**src/design/rcw_pkg.sv**
```systemverilog
// Shared types and constants for the rectangular cache line walker.
package rcw_pkg;

  localparam int LINE_BYTES_DEF    = 32;
  localparam int MAX_ROW_BYTES_DEF = 1024;
  localparam int MAX_LINES         = 33;
  localparam int CNT_W             = $clog2(MAX_LINES);
  localparam int QUEUE_DEPTH       = 4;
  localparam int QPTR_W            = $clog2(QUEUE_DEPTH);

  typedef struct packed {
    logic        op;
    logic        first_row;
    logic [31:0] start_address;
    logic [10:0] row_bytes;
    logic [15:0] row_stride;
  } row_t;

  typedef struct packed {
    logic [31:0] line_address;
    logic        line_op;
    logic        row_done;
  } line_t;

  // One run of lines handed from the front to the back.
  typedef struct packed {
    logic [31:0]      start_address;
    logic [CNT_W-1:0] cnt_m1;
    logic             op;
  } span_t;

  typedef enum logic {
    FR_IDLE,
    FR_CLASSIFY
  } front_state_t;

endpackage

```
**src/design/rcw_front.sv**
```systemverilog
// Front: accepts rows, tracks row address and last line, queues line runs.
module rcw_front #(
  parameter int LINE_BYTES    = rcw_pkg::LINE_BYTES_DEF,
  parameter int MAX_ROW_BYTES = rcw_pkg::MAX_ROW_BYTES_DEF
) (
  input  logic          clk,
  input  logic          rst,
  input  logic          row_valid,
  output logic          row_stall,
  input  rcw_pkg::row_t row_data,
  input  logic          cache_enabled,
  output logic          push,
  output rcw_pkg::span_t push_data,
  input  logic          full
);
  import rcw_pkg::*;

  localparam int LB_BITS = $clog2(LINE_BYTES);
  localparam int IW      = 32 - LB_BITS;

  front_state_t state, state_next;

  logic [31:0]   row_address;
  logic [31:0]   row_address_next;
  logic [31:0]   addr;
  logic [10:0]   nbytes;
  logic          op_r;
  logic          first_r;
  logic          last_valid;
  logic [IW-1:0] last_line_index;

  logic [32:0]   end_addr;
  logic [IW-1:0] first_idx;
  logic [IW:0]   last_idx;
  logic          skip;
  logic [IW:0]   first_adj;
  logic [IW:0]   diff;
  logic          need;
  logic          accept;

  assign accept = row_valid && !row_stall;
  assign row_address_next = row_data.first_row ? row_data.start_address
                                               : row_address + {16'b0, row_data.row_stride};

  assign end_addr  = {1'b0, addr} + {22'b0, nbytes} - 33'd1;
  assign first_idx = addr[31:LB_BITS];
  assign last_idx  = end_addr[32:LB_BITS];
  assign skip      = last_valid && !first_r && (first_idx == last_line_index);
  assign first_adj = {1'b0, first_idx} + {{IW{1'b0}}, skip};
  assign diff      = last_idx - first_adj;
  assign need      = (nbytes != 11'd0) && cache_enabled && (first_adj <= last_idx);

  always_comb begin
    push_data.start_address = {first_adj[IW-1:0], {LB_BITS{1'b0}}};
    push_data.op            = op_r;
    if (diff >= (IW+1)'(MAX_LINES - 1)) begin
      push_data.cnt_m1 = CNT_W'(MAX_LINES - 1);
    end else begin
      push_data.cnt_m1 = diff[CNT_W-1:0];
    end
  end

  always_comb begin
    state_next = state;
    case (state)
      FR_IDLE: begin
        if (row_valid) state_next = FR_CLASSIFY;
      end
      FR_CLASSIFY: begin
        // hold while the run has no room in the queue
        if (!(need && full)) state_next = FR_IDLE;
      end
      default: state_next = FR_IDLE;
    endcase
  end

  always_comb begin
    row_stall = (state != FR_IDLE);
    push      = (state == FR_CLASSIFY) && need && !full;
  end

  always_ff @(posedge clk) begin
    if (rst) begin
      state           <= FR_IDLE;
      row_address     <= '0;
      last_valid      <= 1'b0;
      last_line_index <= '0;
    end else begin
      state <= state_next;
      if (accept) begin
        row_address <= row_address_next;
      end
      if (state == FR_CLASSIFY && state_next == FR_IDLE) begin
        if (first_r) last_valid <= 1'b0;
        if (nbytes != 11'd0) begin
          last_valid      <= 1'b1;
          last_line_index <= last_idx[IW-1:0];
        end
      end
    end
  end

  always_ff @(posedge clk) begin
    if (accept) begin
      addr    <= row_address_next;
      op_r    <= row_data.op;
      first_r <= row_data.first_row;
      if (int'(row_data.row_bytes) > MAX_ROW_BYTES) begin
        nbytes <= 11'(MAX_ROW_BYTES);
      end else begin
        nbytes <= row_data.row_bytes;
      end
    end
  end

endmodule

```
**src/design/rcw_queue.sv**
```systemverilog
// Small run queue between the front and the back.
module rcw_queue (
  input  logic           clk,
  input  logic           rst,
  input  logic           push,
  input  rcw_pkg::span_t push_data,
  output logic           full,
  input  logic           pop,
  output rcw_pkg::span_t head,
  output logic           empty
);
  import rcw_pkg::*;

  span_t             entries [QUEUE_DEPTH];
  logic [QPTR_W-1:0] wr_ptr;
  logic [QPTR_W-1:0] rd_ptr;
  logic [QPTR_W:0]   count;

  assign full  = (count == (QPTR_W+1)'(QUEUE_DEPTH));
  assign empty = (count == '0);
  assign head  = entries[rd_ptr];

  always_ff @(posedge clk) begin
    if (rst) begin
      wr_ptr <= '0;
      rd_ptr <= '0;
      count  <= '0;
    end else begin
      if (push) wr_ptr <= wr_ptr + 1'b1;
      if (pop)  rd_ptr <= rd_ptr + 1'b1;
      if (push && !pop) begin
        count <= count + 1'b1;
      end else if (pop && !push) begin
        count <= count - 1'b1;
      end
    end
  end

  always_ff @(posedge clk) begin
    if (push) entries[wr_ptr] <= push_data;
  end

endmodule

```
**src/design/rcw_back.sv**
```systemverilog
// Back: walks each queued run one cache line per cycle into the output register, while that register is not stalled.
module rcw_back #(
  parameter int LINE_BYTES = rcw_pkg::LINE_BYTES_DEF
) (
  input  logic           clk,
  input  logic           rst,
  input  rcw_pkg::span_t head,
  input  logic           empty,
  output logic           pop,
  output logic           line_valid,
  input  logic           line_stall,
  output rcw_pkg::line_t line_data
);
  import rcw_pkg::*;

  localparam int LB_BITS = $clog2(LINE_BYTES);

  logic             busy;
  logic [31:0]      cur_addr;
  logic [CNT_W-1:0] rem;
  logic             cur_op;
  logic             out_free;
  logic             step;

  assign out_free = !line_valid || !line_stall;
  assign step     = busy && out_free;
  assign pop      = !busy && !empty;

  always_ff @(posedge clk) begin
    if (rst) begin
      busy       <= 1'b0;
      line_valid <= 1'b0;
    end else begin
      if (pop) begin
        busy <= 1'b1;
      end else if (step && rem == '0) begin
        busy <= 1'b0;
      end
      if (step) begin
        line_valid <= 1'b1;
      end else if (!line_stall) begin
        line_valid <= 1'b0;
      end
    end
  end

  always_ff @(posedge clk) begin
    if (pop) begin
      cur_addr <= head.start_address;
      rem      <= head.cnt_m1;
      cur_op   <= head.op;
    end else if (step) begin
      cur_addr <= cur_addr + 32'(LINE_BYTES);
      rem      <= rem - 1'b1;
    end
    if (step) begin
      line_data.line_address <= cur_addr;
      line_data.line_op      <= cur_op;
      line_data.row_done     <= (rem == '0);
    end
  end

  a_aligned: assert property (@(posedge clk) disable iff (rst)
    line_valid |-> line_data.line_address[LB_BITS-1:0] == '0)
    else $error("line address not aligned");

  a_run_end: assert property (@(posedge clk) disable iff (rst)
    (step && rem == '0) |=> !busy)
    else $error("walker still busy after last line of run");

  a_advance: assert property (@(posedge clk) disable iff (rst)
    (step && rem != '0) |=> busy && cur_addr == $past(cur_addr) + 32'(LINE_BYTES))
    else $error("walker did not advance by one line");

endmodule

```
**src/design/rect_cache_line_walker.sv**
```systemverilog
// Rectangular area cache line walker: row items in, cache line beats out.
// Usage:
//   row channel (row_valid/row_stall/row_data): one beat per row of the area.
//     first_row restarts at start_address; other rows step by row_stride.
//   line channel (line_valid/line_stall/line_data): one beat per cache line
//     to clean or invalidate, ascending; row_done marks a row's last line.
//   cfg channel (cfg_valid/cfg_ready/cfg_data): cache_enabled, always ready;
//     write it only while the block is idle.
// Flow: a row is taken in one cycle and classified in the next, so the
//   front takes no new row until it has classified the last one and queued
//   any run it needs. Within a run the back emits one line per cycle while
//   the output is not stalled, and it loads each run from the queue before
//   walking it. A row passes the front register, the run queue, the back's
//   run registers and the output register before its first line beat shows.
// Reset: row address, last-line tracking and cache_enabled clear; queue and
//   output register empty. A stalled line beat holds; the back then stops,
//   the queue fills and row_stall rises until space frees up.
module rect_cache_line_walker #(
  parameter int LINE_BYTES    = rcw_pkg::LINE_BYTES_DEF,
  parameter int MAX_ROW_BYTES = rcw_pkg::MAX_ROW_BYTES_DEF
) (
  input  logic           clk,
  input  logic           rst,
  input  logic           row_valid,
  output logic           row_stall,
  input  rcw_pkg::row_t  row_data,
  output logic           line_valid,
  input  logic           line_stall,
  output rcw_pkg::line_t line_data,
  input  logic           cfg_valid,
  output logic           cfg_ready,
  input  logic           cfg_data
);
  import rcw_pkg::*;

  logic  cache_enabled;
  logic  push;
  logic  full;
  logic  pop;
  logic  empty;
  span_t push_data;
  span_t head;

  assign cfg_ready = 1'b1;

  always_ff @(posedge clk) begin
    if (rst) begin
      cache_enabled <= 1'b0;
    end else if (cfg_valid && cfg_ready) begin
      cache_enabled <= cfg_data;
    end
  end

  rcw_front #(
    .LINE_BYTES    (LINE_BYTES),
    .MAX_ROW_BYTES (MAX_ROW_BYTES)
  ) u_front (
    .clk           (clk),
    .rst           (rst),
    .row_valid     (row_valid),
    .row_stall     (row_stall),
    .row_data      (row_data),
    .cache_enabled (cache_enabled),
    .push          (push),
    .push_data     (push_data),
    .full          (full)
  );

  rcw_queue u_queue (
    .clk       (clk),
    .rst       (rst),
    .push      (push),
    .push_data (push_data),
    .full      (full),
    .pop       (pop),
    .head      (head),
    .empty     (empty)
  );

  rcw_back #(
    .LINE_BYTES (LINE_BYTES)
  ) u_back (
    .clk        (clk),
    .rst        (rst),
    .head       (head),
    .empty      (empty),
    .pop        (pop),
    .line_valid (line_valid),
    .line_stall (line_stall),
    .line_data  (line_data)
  );

endmodule

```
**config.mk**
```make
export PLATFORM = sky130hd
export DESIGN_NAME = rect_cache_line_walker
export DESIGN_NICKNAME = d
export VERILOG_FILES = /design/src/design/rcw_pkg.sv /design/src/design/rcw_front.sv /design/src/design/rcw_queue.sv /design/src/design/rcw_back.sv /design/src/design/rect_cache_line_walker.sv
export SDC_FILE = /design/constraint.sdc
export NUM_CORES = 1
export LEC_CHECK = 0
export BUFFER_PORTS_ARGS = -buffer_cell sky130_fd_sc_hd__buf_4
export CAP_MARGIN = 25
export CORE_UTILIZATION = 37
export DETAILED_ROUTE_END_ITERATION = 10
export GPL_ROUTABILITY_DRIVEN = 0
export PLACE_DENSITY = 0.61
export SETUP_SLACK_MARGIN = 0.4
export SYNTH_ARGS = -nofsm -noshare
export SYNTH_HDL_FRONTEND = slang
export SYNTH_HIERARCHICAL = 1
export SYNTH_SLANG_ARGS = --single-unit
```
**constraint.sdc**
```tcl
create_clock -name clk -period 13.9 [get_ports clk]
set_clock_uncertainty 0.15 [all_clocks]
set_input_delay 0.695 -clock clk [delete_from_list [all_inputs] [get_ports clk]]
set_output_delay 0.695 -clock clk [all_outputs]
set_load 0.03 [all_outputs]
```
==> flow_metrics.env <==
export IMPL_status="complete, no violations"
export IMPL_finalCritPeriodShare=0.523
export IMPL_drtIter0Drc=897
export IMPL_p_leak_nw=8.13
export IMPL_die_w_um=231
export IMPL_clock_latency_ns=0.54
export IMPL_grt_pass1_wl_mm=71.1
export IMPL_critical_path_required_ns=14.21
export IMPL_grt_overflow_total=0
export IMPL_ys_ff_latch=347
export IMPL_worstHoldStart="row_data[60]"
export IMPL_synth_top_area_frac=0.426
export IMPL_max_cap_viol_count=0
export IMPL_setup_violations=0
export IMPL_rows=83
export IMPL_grt_usage=0.167
export IMPL_worstMarginPinSlew_ns=0.989
export IMPL_crit_path_start_kind="flop"
export IMPL_wirelength_mm=44.7
export IMPL_end_kind="flop"
export IMPL_min_period_ns=7.27
export IMPL_clkSinkCount=347
export IMPL_critPathKind="flop to flop"
export IMPL_ctsResizeCount=0
export IMPL_core_area_mm2=0.0515
export IMPL_htreeDepth=2
export IMPL_yosys_top_cells_area="edfxtp_1 43%, dfxtp_1 7.6%, ha_1 7.4%"
export IMPL_route_met2_wl_mm=20.2
export IMPL_drcViolationCount=0
export IMPL_holdBufCountCts=0
export IMPL_min_path_type="input pin to flop"
export IMPL_rsz0062_at_grt="false"
export IMPL_slew_headroom=0.335
export IMPL_avgSynthCellArea_um2=10.9
export IMPL_fin_setup_tns_ns=0
export IMPL_seq_area_frac_synth=0.501
export IMPL_drt_met1_wl_mm=20.9
export IMPL_antenna_diode_count=0
export IMPL_grt_start_max_net_pins=78
export IMPL_syn2layout_area_growth_pct=13.4
export IMPL_detail_route_antenna_nets=0
export IMPL_synth_async_reset_ratio=0
export IMPL_syn_instance_count=1768
export IMPL_startpoint="u_front/addr[25]"
export IMPL_clock_tree_root_cell="clkbuf_16"
export IMPL_die_area_mm2=0.0532
export IMPL_final_nets=2035
export IMPL_grt_pass1_vias=13200
export IMPL_arrival_ns=7.58
export IMPL_start_util=0.375
export IMPL_layout_drive_gt1_share=0.133
export IMPL_pin_count=104
export IMPL_clk_pin_slew_ns=0.06
export IMPL_synthTopCellsByCount="274 x edfxtp_1, 161 x nand2_1, 136 x inv_1, 116 x a21oi_1, 114 x ha_1"
export IMPL_yosys_most_used_dff="edfxtp_1"
export IMPL_port_buffers=102
export IMPL_hpwl_mm=32.0
export IMPL_antenna_found_initial=0
export IMPL_cp_max_fo=9
export IMPL_avgRoutedWirePerCell_um=17.5
export IMPL_synth_warnings=6
export IMPL_finalHoldViolations=0
export IMPL_vdd_drop_max_mv=0.106
export IMPL_cts_buffers=39
export IMPL_dr_wl_met3_mm=2.49
export IMPL_fmax_ghz=0.138
export IMPL_yosysMostFrequentCell="edfxtp_1"
export IMPL_first_pass_iters=6
export IMPL_cts_setup_buffers=0
export IMPL_vias=13700
export IMPL_cts_path_max_buffers=3
export IMPL_yosysTopAreaCell="edfxtp_1"
export IMPL_cts_tree="done"
export IMPL_viasPerCell=5.35
export IMPL_power_density_mw_per_mm2=167
export IMPL_synth_edf_count=274
export IMPL_synth_area_mm2=0.0193
export IMPL_highest_layer="met4"
export IMPL_r2r_start="u_front/addr[25]"
export IMPL_utilization=0.426
export IMPL_synth_distinct_cells=93
export IMPL_maxSlewViolCount=0
export IMPL_die_h_um=231
sequential cells by signal, indices dropped and copies added, names as in the netlist, 2 cells and up, named ones only:
name                     cells
u_back/line_data            34
u_queue/entries            156
u_queue/rd_ptr               2
u_front/last_line_index     27
u_front/addr                32
u_back/cur_addr             32
u_back/rem                   6
u_queue/wr_ptr               2
u_front/nbytes              11
u_queue/count                3
u_front/row_address         32
cells in the final DEF, fill, tap and decap left out, drive strengths merged, types with 6 or more instances in the layout:
cell and n:
o21bai 10, nor3 43, clkinv 17, a311oi 8, nand4 34, or2 9, edfxtp 274, inv 137
o21a 13, conb 6, buf 114, a21oi 118, dfxtp 73, ha 114, o211ai 6, nand2b 7
xnor2 88, a211oi 9, nand3 54, and4 8, mux4 39, a21boi 6, mux2i 7, a21o 26
nor4 17, and3 12, or4 15, o21ai 79, nor2 96, clkbuf 48, nor2b 22, nand2 161
o31ai 16, or3 9, a31oi 28, and2 23, xor2 52
critical path, stage by stage (launching register included):
cell	delay [ns]
edfxtp_1	0.50
xor2_1	0.19
nor4_1	0.39
nand3_1	0.15
nor4_1	0.44
ha_1	0.26
and3_1	0.18
nor4b_1	0.39
and2_0	0.37
nand4_1	0.18
nor2_1	0.24
nand4_1	0.19
inv_1	0.09
nand2_1	0.09
xnor2_1	0.14
ha_1	0.45
a21o_1	0.17
a21oi_1	0.06
a2bb2oi_1	0.18
nand3_1	0.10
nor3_1	0.09
nor4_1	0.84
ha_1	0.31
inv_1	0.06
fa_1	0.37
xor2_1	0.17
or3_1	0.30
a21oi_1	0.13
through the flow:
stage | std cells | hold WS, ns | cell area [um2] | worst slack (ns) | total power [W]
3_5_place_dp | 2490 | 0.258 | 20800 | 6.57 | 0.00272
2_1_floorplan | 1772 | 0.250 | 19300 | 7.56 | 0.00240
3_3_place_gp | 2486 | 0.269 | 20700 | 6.61 | 0.00270
4_1_cts | 2558 | 0.171 | 21900 | 6.50 | 0.00368
6_report | 2558 | 0.190 | 21900 | 6.63 | 0.00366
5_1_grt | 2558 | 0.170 | 21900 | 6.06 | 0.00387
path summary, 6_finish.rpt:
kind | to | cells after the start | slack, ns
min | u_front/op_r | 1 | 0.19
min reg2reg | u_back/line_data[5] | 0 | 0.27
max | u_queue/count[2] | 27 | 6.63
max reg2reg | u_queue/count[2] | 27 | 6.63
cells by family after synthesis:
family | synth area share
compound gates | 0.123
xor+xnor | 0.0634
fa+ha+maj | 0.0769
buf+inv | 0.0461
flops | 0.501
mux | 0.0520
other cells | 0.000388
simple gates | 0.137
routing by layer:
layer  track usage  up-vias
met5             0        -
met4        0.0474        0
met3        0.0253       72
met2         0.267      400
met1         0.235     6555
li1              -     6656
area by class of cell:
type / instances / area [um2]
Multi-Input combinational cell: 1211 / 8780
Sequential cell: 347 / 9690
Inverter: 138 / 518
Tap cell: 680 / 851
Fill cell: 4872 / 29600
Clock buffer: 48 / 1010
Clock inverter: 20 / 156
Timing Repair Buffer: 114 / 913
power by group:
group          total [W]  internal (W)  switching [W]
registers        0.00146       0.00135       0.000109
logic            0.00125      0.000471       0.000777
clock network   0.000952      0.000538       0.000415
total            0.00366       0.00236        0.00130
No activity file was read; power rests on OpenSTA's default activity.
